===== config.mk =====
export PLATFORM = sky130hd
export DESIGN_NAME = row_run_centroid_extractor
export DESIGN_NICKNAME = d
export VERILOG_FILES = /design/src/sv/rrce_pkg.sv /design/src/sv/row_run_centroid_extractor.sv /design/src/sv/rrce_divider.sv /design/src/sv/rrce_datapath.sv /design/src/sv/rrce_ctrl.sv
export SDC_FILE = /design/constraint.sdc
export NUM_CORES = 1
export LEC_CHECK = 0
export CELL_PAD_IN_SITES_DETAIL_PLACEMENT = 2
export CELL_PAD_IN_SITES_GLOBAL_PLACEMENT = 2
export CORE_MARGIN = 2
export CORE_UTILIZATION = 43
export CTS_BUF_LIST = sky130_fd_sc_hd__clkbuf_8 sky130_fd_sc_hd__clkbuf_16
export CTS_CLUSTER_SIZE = 8
export DETAILED_ROUTE_END_ITERATION = 7
export DONT_BUFFER_PORTS = 1
export HOLD_SLACK_MARGIN = 0.03
export PLACE_DENSITY_LB_ADDON = 0.12
export SYNTH_ARGS = -nofsm -noshare
export SYNTH_HDL_FRONTEND = slang
export SYNTH_SLANG_ARGS = --single-unit

===== constraint.sdc =====
create_clock -name aclk -period 9.5 [get_ports aclk]
set_input_delay 0.475 -clock aclk [delete_from_list [all_inputs] [get_ports aclk]]
set_output_delay 0.475 -clock aclk [all_outputs]
set_load 0.005 [all_outputs]

===== src/sv/rrce_pkg.sv =====
// ----------------------------------------------------------------------------
// rrce_pkg
// Shared types and constants of the row run centroid extractor: field widths,
// register reset values, register indexes, controller states, and the
// command and status groups between the controller and the datapath.
// ----------------------------------------------------------------------------
package rrce_pkg;

    localparam int RRCE_MAX_COLUMNS = 1024;

    localparam int PIXEL_W    = 8;
    localparam int ROW_W      = 10;
    localparam int COL_W      = 10;
    localparam int RUN_W      = 11;
    localparam int VSUM_W     = 18;
    localparam int WSUM_W     = 28;
    localparam int CENTROID_W = 18;
    localparam int MEAN_W     = 16;
    localparam int FRAC_W     = 8;

    localparam int CFG_INDEX_W = 2;
    localparam int CFG_DATA_W  = 11;

    localparam int DIV_DIVIDEND_W = WSUM_W + FRAC_W;
    localparam int DIV_DIVISOR_W  = VSUM_W;

    localparam logic [PIXEL_W-1:0] THRESHOLD_RESET = 8'd32;
    localparam logic [RUN_W-1:0]   MIN_WIDTH_RESET = 11'd2;
    localparam logic [RUN_W-1:0]   MAX_WIDTH_RESET = 11'd40;

    localparam logic [CFG_INDEX_W-1:0] CFG_RESPONSE_THRESHOLD = 2'd0;
    localparam logic [CFG_INDEX_W-1:0] CFG_MIN_RUN_WIDTH      = 2'd1;
    localparam logic [CFG_INDEX_W-1:0] CFG_MAX_RUN_WIDTH      = 2'd2;

    typedef enum logic [2:0] {
        ST_IDLE,
        ST_CEN_GO,
        ST_CEN_RUN,
        ST_MEAN_GO,
        ST_MEAN_RUN,
        ST_EMIT
    } rrce_state_t;

    typedef enum logic {
        DIV_SEL_CENTROID,
        DIV_SEL_MEAN
    } div_sel_t;

    typedef struct packed {
        logic     accept;
        logic     div_start;
        div_sel_t div_sel;
        logic     load_out;
    } rrce_cmd_t;

    typedef struct packed {
        logic report;
        logic div_done;
        logic out_busy;
    } rrce_status_t;

endpackage


===== src/sv/row_run_centroid_extractor.sv =====
// ----------------------------------------------------------------------------
// row_run_centroid_extractor
// Finds runs of at-or-above-threshold pixels in rows and reports each run of
// allowed width: row, extent, weighted centroid column and mean response.
// ----------------------------------------------------------------------------
// While the controller is idle, a pixel that does not close a reported run is
// taken as soon as it is valid, so such pixels stream at one beat per cycle.
// A pixel that closes a reported run holds the input after its beat until its
// result is loaded: the run passes twice through the shared bit-serial divider
// (centroid first, then mean), each pass a start state and a wait for the done
// pulse, and then the result register is loaded, later if the previous result
// beat is still waiting to be taken.
// Configuration writes are taken in every cycle and apply from the next pixel.
module row_run_centroid_extractor
    import rrce_pkg::*;
#(
    parameter int MAX_COLUMNS = RRCE_MAX_COLUMNS
) (
    input  logic                   aclk,
    input  logic                   aresetn,
    input  logic                   cfg_valid,
    output logic                   cfg_ready,
    input  logic [CFG_INDEX_W-1:0] cfg_index,
    input  logic [CFG_DATA_W-1:0]  cfg_data,
    input  logic                   s_valid,
    output logic                   s_ready,
    input  logic [PIXEL_W-1:0]     s_pixel_value,
    input  logic [ROW_W-1:0]       s_row_index,
    input  logic                   s_end_of_row,
    output logic                   m_valid,
    input  logic                   m_ready,
    output logic [ROW_W-1:0]       m_run_row,
    output logic [COL_W-1:0]       m_first_col,
    output logic [COL_W-1:0]       m_last_col,
    output logic [CENTROID_W-1:0]  m_centroid_col,
    output logic [MEAN_W-1:0]      m_avg_response
);

    rrce_cmd_t    cmd;
    rrce_status_t status;

    assign cfg_ready = 1'b1;

    rrce_ctrl u_ctrl (
        .aclk    (aclk),
        .aresetn (aresetn),
        .s_valid (s_valid),
        .s_ready (s_ready),
        .status  (status),
        .cmd     (cmd)
    );

    rrce_datapath #(
        .MAX_COLUMNS (MAX_COLUMNS)
    ) u_datapath (
        .aclk           (aclk),
        .aresetn        (aresetn),
        .cmd            (cmd),
        .status         (status),
        .cfg_valid      (cfg_valid),
        .cfg_index      (cfg_index),
        .cfg_data       (cfg_data),
        .s_pixel_value  (s_pixel_value),
        .s_row_index    (s_row_index),
        .s_end_of_row   (s_end_of_row),
        .m_valid        (m_valid),
        .m_ready        (m_ready),
        .m_run_row      (m_run_row),
        .m_first_col    (m_first_col),
        .m_last_col     (m_last_col),
        .m_centroid_col (m_centroid_col),
        .m_avg_response (m_avg_response)
    );

endmodule


===== src/sv/rrce_divider.sv =====
// ----------------------------------------------------------------------------
// rrce_divider
// Restoring unsigned divider that produces one quotient bit per cycle.
// A start pulse loads the operands; done pulses once the quotient is ready.
// ----------------------------------------------------------------------------
module rrce_divider
    import rrce_pkg::*;
#(
    parameter int DIVIDEND_W = DIV_DIVIDEND_W,
    parameter int DIVISOR_W  = DIV_DIVISOR_W
) (
    input  logic                  aclk,
    input  logic                  aresetn,
    input  logic                  start,
    input  logic [DIVIDEND_W-1:0] dividend,
    input  logic [DIVISOR_W-1:0]  divisor,
    output logic [DIVIDEND_W-1:0] quotient,
    output logic                  done
);

    localparam int CNT_W = $clog2(DIVIDEND_W);
    localparam logic [CNT_W-1:0] LAST_STEP = CNT_W'(DIVIDEND_W - 1);

    logic                  busy_reg, busy_next;
    logic                  done_reg, done_next;
    logic [CNT_W-1:0]      cnt_reg, cnt_next;
    logic [DIVISOR_W-1:0]  rem_reg, rem_next;
    logic [DIVIDEND_W-1:0] quo_reg, quo_next;
    logic [DIVISOR_W-1:0]  divisor_reg, divisor_next;
    logic [DIVISOR_W:0]    rem_shift;
    logic [DIVISOR_W:0]    diff;

    always_comb begin
        rem_shift    = {rem_reg, quo_reg[DIVIDEND_W-1]};
        diff         = rem_shift - {1'b0, divisor_reg};
        busy_next    = busy_reg;
        done_next    = 1'b0;
        cnt_next     = cnt_reg;
        rem_next     = rem_reg;
        quo_next     = quo_reg;
        divisor_next = divisor_reg;
        if (start) begin
            busy_next    = 1'b1;
            cnt_next     = '0;
            rem_next     = '0;
            quo_next     = dividend;
            divisor_next = divisor;
        end else if (busy_reg) begin
            if (rem_shift >= {1'b0, divisor_reg}) begin
                rem_next = diff[DIVISOR_W-1:0];
                quo_next = {quo_reg[DIVIDEND_W-2:0], 1'b1};
            end else begin
                rem_next = rem_shift[DIVISOR_W-1:0];
                quo_next = {quo_reg[DIVIDEND_W-2:0], 1'b0};
            end
            cnt_next = cnt_reg + 1'b1;
            if (cnt_reg == LAST_STEP) begin
                busy_next = 1'b0;
                done_next = 1'b1;
            end
        end
    end

    always_ff @(posedge aclk) begin
        if (!aresetn) begin
            busy_reg <= 1'b0;
            done_reg <= 1'b0;
            cnt_reg  <= '0;
        end else begin
            busy_reg <= busy_next;
            done_reg <= done_next;
            cnt_reg  <= cnt_next;
        end
        rem_reg     <= rem_next;
        quo_reg     <= quo_next;
        divisor_reg <= divisor_next;
    end

    assign quotient = quo_reg;
    assign done     = done_reg;

endmodule


===== src/sv/rrce_datapath.sv =====
// ----------------------------------------------------------------------------
// rrce_datapath
// Configuration registers, run tracking and sums, the captured run that
// waits for division, the shared divider, and the result register.
// ----------------------------------------------------------------------------
module rrce_datapath
    import rrce_pkg::*;
#(
    parameter int MAX_COLUMNS = RRCE_MAX_COLUMNS
) (
    input  logic                   aclk,
    input  logic                   aresetn,
    input  rrce_cmd_t              cmd,
    output rrce_status_t           status,
    input  logic                   cfg_valid,
    input  logic [CFG_INDEX_W-1:0] cfg_index,
    input  logic [CFG_DATA_W-1:0]  cfg_data,
    input  logic [PIXEL_W-1:0]     s_pixel_value,
    input  logic [ROW_W-1:0]       s_row_index,
    input  logic                   s_end_of_row,
    output logic                   m_valid,
    input  logic                   m_ready,
    output logic [ROW_W-1:0]       m_run_row,
    output logic [COL_W-1:0]       m_first_col,
    output logic [COL_W-1:0]       m_last_col,
    output logic [CENTROID_W-1:0]  m_centroid_col,
    output logic [MEAN_W-1:0]      m_avg_response
);

    localparam logic [COL_W-1:0] LAST_COL = COL_W'(MAX_COLUMNS - 1);

    logic [PIXEL_W-1:0]    threshold_reg;
    logic [RUN_W-1:0]      min_width_reg;
    logic [RUN_W-1:0]      max_width_reg;

    logic [COL_W-1:0]      col_reg, col_next;
    logic                  inside_reg, inside_next;
    logic [COL_W-1:0]      start_reg, start_next;
    logic [VSUM_W-1:0]     vsum_reg, vsum_next;
    logic [WSUM_W-1:0]     wsum_reg, wsum_next;

    logic [ROW_W-1:0]      l_row_reg;
    logic [COL_W-1:0]      l_first_reg;
    logic [COL_W-1:0]      l_last_reg;
    logic [VSUM_W-1:0]     l_vsum_reg;
    logic [WSUM_W-1:0]     l_wsum_reg;
    logic [RUN_W-1:0]      l_width_reg;
    logic [CENTROID_W-1:0] cen_reg;

    logic                  m_valid_reg;
    logic [ROW_W-1:0]      m_row_reg;
    logic [COL_W-1:0]      m_first_reg;
    logic [COL_W-1:0]      m_last_reg;
    logic [CENTROID_W-1:0] m_cen_reg;
    logic [MEAN_W-1:0]     m_mean_reg;

    logic                      above;
    logic                      row_end;
    logic                      close_run;
    logic [COL_W-1:0]          last_col;
    logic [COL_W-1:0]          start_used;
    logic [VSUM_W-1:0]         vsum_base;
    logic [WSUM_W-1:0]         wsum_base;
    logic [VSUM_W-1:0]         vsum_used;
    logic [WSUM_W-1:0]         wsum_used;
    logic [PIXEL_W+COL_W-1:0]  product;
    logic [COL_W-1:0]          span;
    logic [RUN_W-1:0]          width;
    logic                      report;

    logic [DIV_DIVIDEND_W-1:0] div_dividend;
    logic [DIV_DIVISOR_W-1:0]  div_divisor;
    logic [DIV_DIVIDEND_W-1:0] div_quotient;
    logic                      div_done;

    always_ff @(posedge aclk) begin
        if (!aresetn) begin
            threshold_reg <= THRESHOLD_RESET;
            min_width_reg <= MIN_WIDTH_RESET;
            max_width_reg <= MAX_WIDTH_RESET;
        end else if (cfg_valid) begin
            unique case (cfg_index)
                CFG_RESPONSE_THRESHOLD: threshold_reg <= cfg_data[PIXEL_W-1:0];
                CFG_MIN_RUN_WIDTH:      min_width_reg <= cfg_data[RUN_W-1:0];
                CFG_MAX_RUN_WIDTH:      max_width_reg <= cfg_data[RUN_W-1:0];
                default: ;
            endcase
        end
    end

    always_comb begin
        above     = s_pixel_value >= threshold_reg;
        row_end   = s_end_of_row || (col_reg >= LAST_COL);
        vsum_base = inside_reg ? vsum_reg : '0;
        wsum_base = inside_reg ? wsum_reg : '0;
        product   = s_pixel_value * col_reg;
        if (above) begin
            start_used = inside_reg ? start_reg : col_reg;
            vsum_used  = vsum_base + VSUM_W'(s_pixel_value);
            wsum_used  = wsum_base + WSUM_W'(product);
            close_run  = row_end;
            last_col   = col_reg;
        end else begin
            start_used = start_reg;
            vsum_used  = vsum_reg;
            wsum_used  = wsum_reg;
            close_run  = inside_reg;
            last_col   = col_reg - 1'b1;
        end
        span   = last_col - start_used;
        width  = {1'b0, span} + 1'b1;
        report = close_run && (width >= min_width_reg) && (width <= max_width_reg)
                 && (vsum_used != '0);

        if (row_end) begin
            col_next    = '0;
            inside_next = 1'b0;
        end else begin
            col_next    = col_reg + 1'b1;
            inside_next = above;
        end
        start_next = start_used;
        vsum_next  = inside_next ? vsum_used : '0;
        wsum_next  = inside_next ? wsum_used : '0;
    end

    always_ff @(posedge aclk) begin
        if (!aresetn) begin
            col_reg    <= '0;
            inside_reg <= 1'b0;
            start_reg  <= '0;
            vsum_reg   <= '0;
            wsum_reg   <= '0;
        end else if (cmd.accept) begin
            col_reg    <= col_next;
            inside_reg <= inside_next;
            start_reg  <= start_next;
            vsum_reg   <= vsum_next;
            wsum_reg   <= wsum_next;
        end
    end

    always_ff @(posedge aclk) begin
        if (cmd.accept) begin
            l_row_reg   <= s_row_index;
            l_first_reg <= start_used;
            l_last_reg  <= last_col;
            l_vsum_reg  <= vsum_used;
            l_wsum_reg  <= wsum_used;
            l_width_reg <= width;
        end
        if (div_done && (cmd.div_sel == DIV_SEL_CENTROID)) begin
            cen_reg <= div_quotient[CENTROID_W-1:0];
        end
    end

    always_comb begin
        if (cmd.div_sel == DIV_SEL_CENTROID) begin
            div_dividend = {l_wsum_reg, FRAC_W'(0)};
            div_divisor  = l_vsum_reg;
        end else begin
            div_dividend = DIV_DIVIDEND_W'({l_vsum_reg, FRAC_W'(0)});
            div_divisor  = DIV_DIVISOR_W'(l_width_reg);
        end
    end

    rrce_divider #(
        .DIVIDEND_W (DIV_DIVIDEND_W),
        .DIVISOR_W  (DIV_DIVISOR_W)
    ) u_divider (
        .aclk     (aclk),
        .aresetn  (aresetn),
        .start    (cmd.div_start),
        .dividend (div_dividend),
        .divisor  (div_divisor),
        .quotient (div_quotient),
        .done     (div_done)
    );

    always_ff @(posedge aclk) begin
        if (!aresetn) begin
            m_valid_reg <= 1'b0;
        end else if (cmd.load_out) begin
            m_valid_reg <= 1'b1;
        end else if (m_ready) begin
            m_valid_reg <= 1'b0;
        end
        if (cmd.load_out) begin
            m_row_reg   <= l_row_reg;
            m_first_reg <= l_first_reg;
            m_last_reg  <= l_last_reg;
            m_cen_reg   <= cen_reg;
            m_mean_reg  <= div_quotient[MEAN_W-1:0];
        end
    end

    assign status.report   = report;
    assign status.div_done = div_done;
    assign status.out_busy = m_valid_reg && !m_ready;

    assign m_valid        = m_valid_reg;
    assign m_run_row      = m_row_reg;
    assign m_first_col    = m_first_reg;
    assign m_last_col     = m_last_reg;
    assign m_centroid_col = m_cen_reg;
    assign m_avg_response = m_mean_reg;

endmodule


===== src/sv/rrce_ctrl.sv =====
// ----------------------------------------------------------------------------
// rrce_ctrl
// Controller of the row run centroid extractor. It takes pixels, and for a
// reported run sequences the centroid and mean divisions and the result load.
// ----------------------------------------------------------------------------
module rrce_ctrl
    import rrce_pkg::*;
(
    input  logic         aclk,
    input  logic         aresetn,
    input  logic         s_valid,
    output logic         s_ready,
    input  rrce_status_t status,
    output rrce_cmd_t    cmd
);

    rrce_state_t state_reg, state_next;

    always_comb begin
        state_next = state_reg;
        unique case (state_reg)
            ST_IDLE: begin
                if (s_valid && status.report) begin
                    state_next = ST_CEN_GO;
                end
            end
            ST_CEN_GO:   state_next = ST_CEN_RUN;
            ST_CEN_RUN: begin
                if (status.div_done) begin
                    state_next = ST_MEAN_GO;
                end
            end
            ST_MEAN_GO:  state_next = ST_MEAN_RUN;
            ST_MEAN_RUN: begin
                if (status.div_done) begin
                    state_next = ST_EMIT;
                end
            end
            ST_EMIT: begin
                if (!status.out_busy) begin
                    state_next = ST_IDLE;
                end
            end
            default:     state_next = ST_IDLE;
        endcase
    end

    always_comb begin
        s_ready       = 1'b0;
        cmd.accept    = 1'b0;
        cmd.div_start = 1'b0;
        cmd.div_sel   = DIV_SEL_CENTROID;
        cmd.load_out  = 1'b0;
        unique case (state_reg)
            ST_IDLE: begin
                s_ready    = 1'b1;
                cmd.accept = s_valid;
            end
            ST_CEN_GO: begin
                cmd.div_start = 1'b1;
            end
            ST_CEN_RUN: ;
            ST_MEAN_GO: begin
                cmd.div_start = 1'b1;
                cmd.div_sel   = DIV_SEL_MEAN;
            end
            ST_MEAN_RUN: begin
                cmd.div_sel = DIV_SEL_MEAN;
            end
            ST_EMIT: begin
                cmd.div_sel  = DIV_SEL_MEAN;
                cmd.load_out = !status.out_busy;
            end
            default: ;
        endcase
    end

    always_ff @(posedge aclk) begin
        if (!aresetn) begin
            state_reg <= ST_IDLE;
        end else begin
            state_reg <= state_next;
        end
    end

endmodule

==> metrics <==
HP Class=in -> reg; ant diodes=0; Sw Share=36.7%; nets@finish=2099; die footprint=0.0467 mm²; CTS tree=done; Final Slew Violations=0; clk_skew=0.0294 ns; vias per cell=5.73; WL per Instance=26.1 µm; Rel. slew slack=19.5%; number of fillers in the final layout=4509; initial antenna violation count=6; Post-synth top cells=nand2_1 (251), edfxtp_1 (223), inv_1 (155); Worst-path clk slew=0.06 ns; Clock power frac=29.0%; sequential share of the synthesized area=47.8%; vias post-DR=14428; kind of critical path=reg -> reg; CTS sink count=350; Rows=77; Flop pwr share=38.6%; largest net degree at the start of global routing=77; WL final=65700 µm; Slew @ Worst Pin=1.20 ns; synthesized instance count=1875; Final Hold Fails=0; worst vdd ir=0.174 mV; crit path max-delay cell type=a32oi_2; H-tree Lvls=2; Worst Path Required=9.97 ns; minimum clock period=7.45 ns; first-pass GRT wire length=101000 µm; Area contributors post-synth=edfxtp_1 (35%), dfxtp_1 (13%), ha_1 (7.1%); Core Region=0.0443 mm²; CTS-repair resized insts=0; Yosys top cell area share=34.6%; drt first pass iters=5; combinational share of power=32.4%; gr ovfl total=0; max FFs per register=36; Final HPWL DP=44800 µm; die height=216 µm; outcome=complete, no violations; initial drt markers=788; total track usage=28.5%; synthesized flop and latch total=350; post-synth net total=2089; port bufs=0; Leak=8.97 nW; internal power=0.00358 W; Syn. warnings=0; worst-case clock buffer depth=3; Synth Cell Area=0.0193 mm²; Fmax achieved=0.134 GHz; Clk Latency, worst-skew pair=0.61 ns; maxcap violations=0; initial core utilization=43.7%; Final Wtd Congestion=0.858; Setup crit start kind=register; TritonCTS Buffers=49; number of global-route vias before repair=16218; Fin Setup TNS=0 ns; Area Overhead vs Synth=11.9%; ys flop type=edfxtp_1; Synth cell types=73; post-route ant nets=0; Arrival @ worst endpoint=7.92 ns; cell taking the most area after synthesis=edfxtp_1; final setup violation count=0; Cell Pwr Density=261 mW/mm²; RSZ-0062 raised after global routing=no; Max stage delay on crit path=0.74 ns; Avg Cell Area, Syn=10.3 µm²; crit path capture type=register; peak fanout along the critical path=14; Post-synth ARST share=0%; EDFF count, synth=223; # DRC=0; Root Driver=clkbuf_16; top-level I/O count=104; Tcrit/Tclk final=78.4%; Hold Worst Slack=0.0512 ns; Die Wd=216 µm; Psw=0.00207 W; layout cells sized above 1=5.35%; most common cell in the synthesized netlist=nand2_1
==> cells in the final DEF, fill, tap and decap left out, types with 6 or more instances in the layout <==
cell type      instances
clkbuf_16             49
o211ai_1               7
a22oi_1               23
ha_1                 110
nor2b_1               28
nand3_1               38
dfxtp_1              127
dlygate4sd3_1         26
and2_1                70
a31oi_1               11
nand3b_1              15
a211oi_1              14
a21boi_0              19
nand4_1               15
edfxtp_1             223
nor3_1                17
o21bai_1               6
nand2_1              250
a21oi_1               86
and3_1                14
nor2_1               112
xnor2_1               39
xor2_1                36
o21a_1                22
a21o_1                21
inv_1                194
nor4_1                10
o21ai_0               91
mux2i_1               46
mux2_2                12
buf_4                 19
or4_1                  6
nand2b_1              13
fa_1                  67
==> area by class of cell <==
| cell class | instances | area (µm²) | area share (%) |
|---|---|---|---|
| Sequential cell | 350 | 9240 | 42.7 |
| Multi-Input combinational cell | 1281 | 9240 | 42.7 |
| Clock buffer | 49 | 1230 | 5.66 |
| Tap cell | 592 | 741 | 3.42 |
| Inverter | 158 | 596 | 2.75 |
| Timing Repair Buffer | 45 | 403 | 1.86 |
| Clock inverter | 42 | 215 | 0.994 |
==> repair_timing <==
action                    4_1_cts  5_1_grt
hold buffers                   26        0
setup buffers                   0        0
hold endpoints to repair       41        0
==> worst max-delay path, delay by kind of cell, from the launching register on <==
family | cells | cell delay, ns
adder cells (fa/ha/maj) | 4 | 1.16
XOR/XNOR | 2 | 0.46
AND/OR/NAND/NOR | 5 | 0.87
AO/OA/AOI/OAI | 16 | 3.96
buffers and inverters | 2 | 0.42
flip-flops | 1 | 0.31
multiplexers | 1 | 0.14
==> per-stage QoR <==
| step | util, % | power, W | cells | worst slack [ns] | instance area [µm²] |
|---|---|---|---|---|---|
| after floorplan | - | 0.00333 | 1875 | 2.64 | 19300 |
| after global placement | 45.0 | 0.00379 | 2400 | 2.63 | 20000 |
| after detailed placement | 45.0 | 0.00396 | 2400 | 2.03 | 20000 |
| after CTS | 48.9 | 0.00567 | 2517 | 2.10 | 21700 |
| after global routing | 48.9 | 0.00594 | 2517 | 1.44 | 21700 |
| final | 48.9 | 0.00565 | 2517 | 2.05 | 21700 |
==> path summary, 6_finish.rpt <==
check	to	slack (ns)	cells past startpoint	from
min reg2reg	u_datapath.m_centroid_col[4]	0.41	0	u_datapath.cen_reg[4]
min	u_datapath.threshold_reg[2]	0.05	2	cfg_data[2]
max	u_ctrl.state_reg[0]	2.05	30	u_datapath.threshold_reg[0]
max reg2reg	u_ctrl.state_reg[0]	2.05	30	u_datapath.threshold_reg[0]
==> power by group through the flow <==
stage                     combinational, W  clock (W)  sequential (W)
after floorplan                    0.00123          0         0.00211
after global placement             0.00162          0         0.00217
after detailed placement           0.00175          0         0.00221
after CTS                          0.00181    0.00167         0.00219
after global routing               0.00202    0.00172         0.00220
final                              0.00183    0.00164         0.00218
==> layer usage <==
layer	vias to the layer above	share of wire (%)	global-route usage (%)
met5	-	0.017	0
met1	7464	41	34.2
met3	112	3.7	4.13
met4	2	3.8	11.2
li1	6538	-	-
met2	312	51	51.2
==> cells by family after synthesis <==
| group | Yosys count | synth area share, % |
|---|---|---|
| AOI/OAI and AO/OA | 353 | 11.7 |
| xor gates and xnor gates | 75 | 3.40 |
| adders and majority gates | 177 | 14.0 |
| buffers and inverters | 244 | 4.76 |
| DFF | 350 | 47.8 |
| muxes | 58 | 3.08 |
| other | 1 | 0.0194 |
| and+or+nand+nor | 617 | 15.2 |
(Power assumes the default switching activity.)
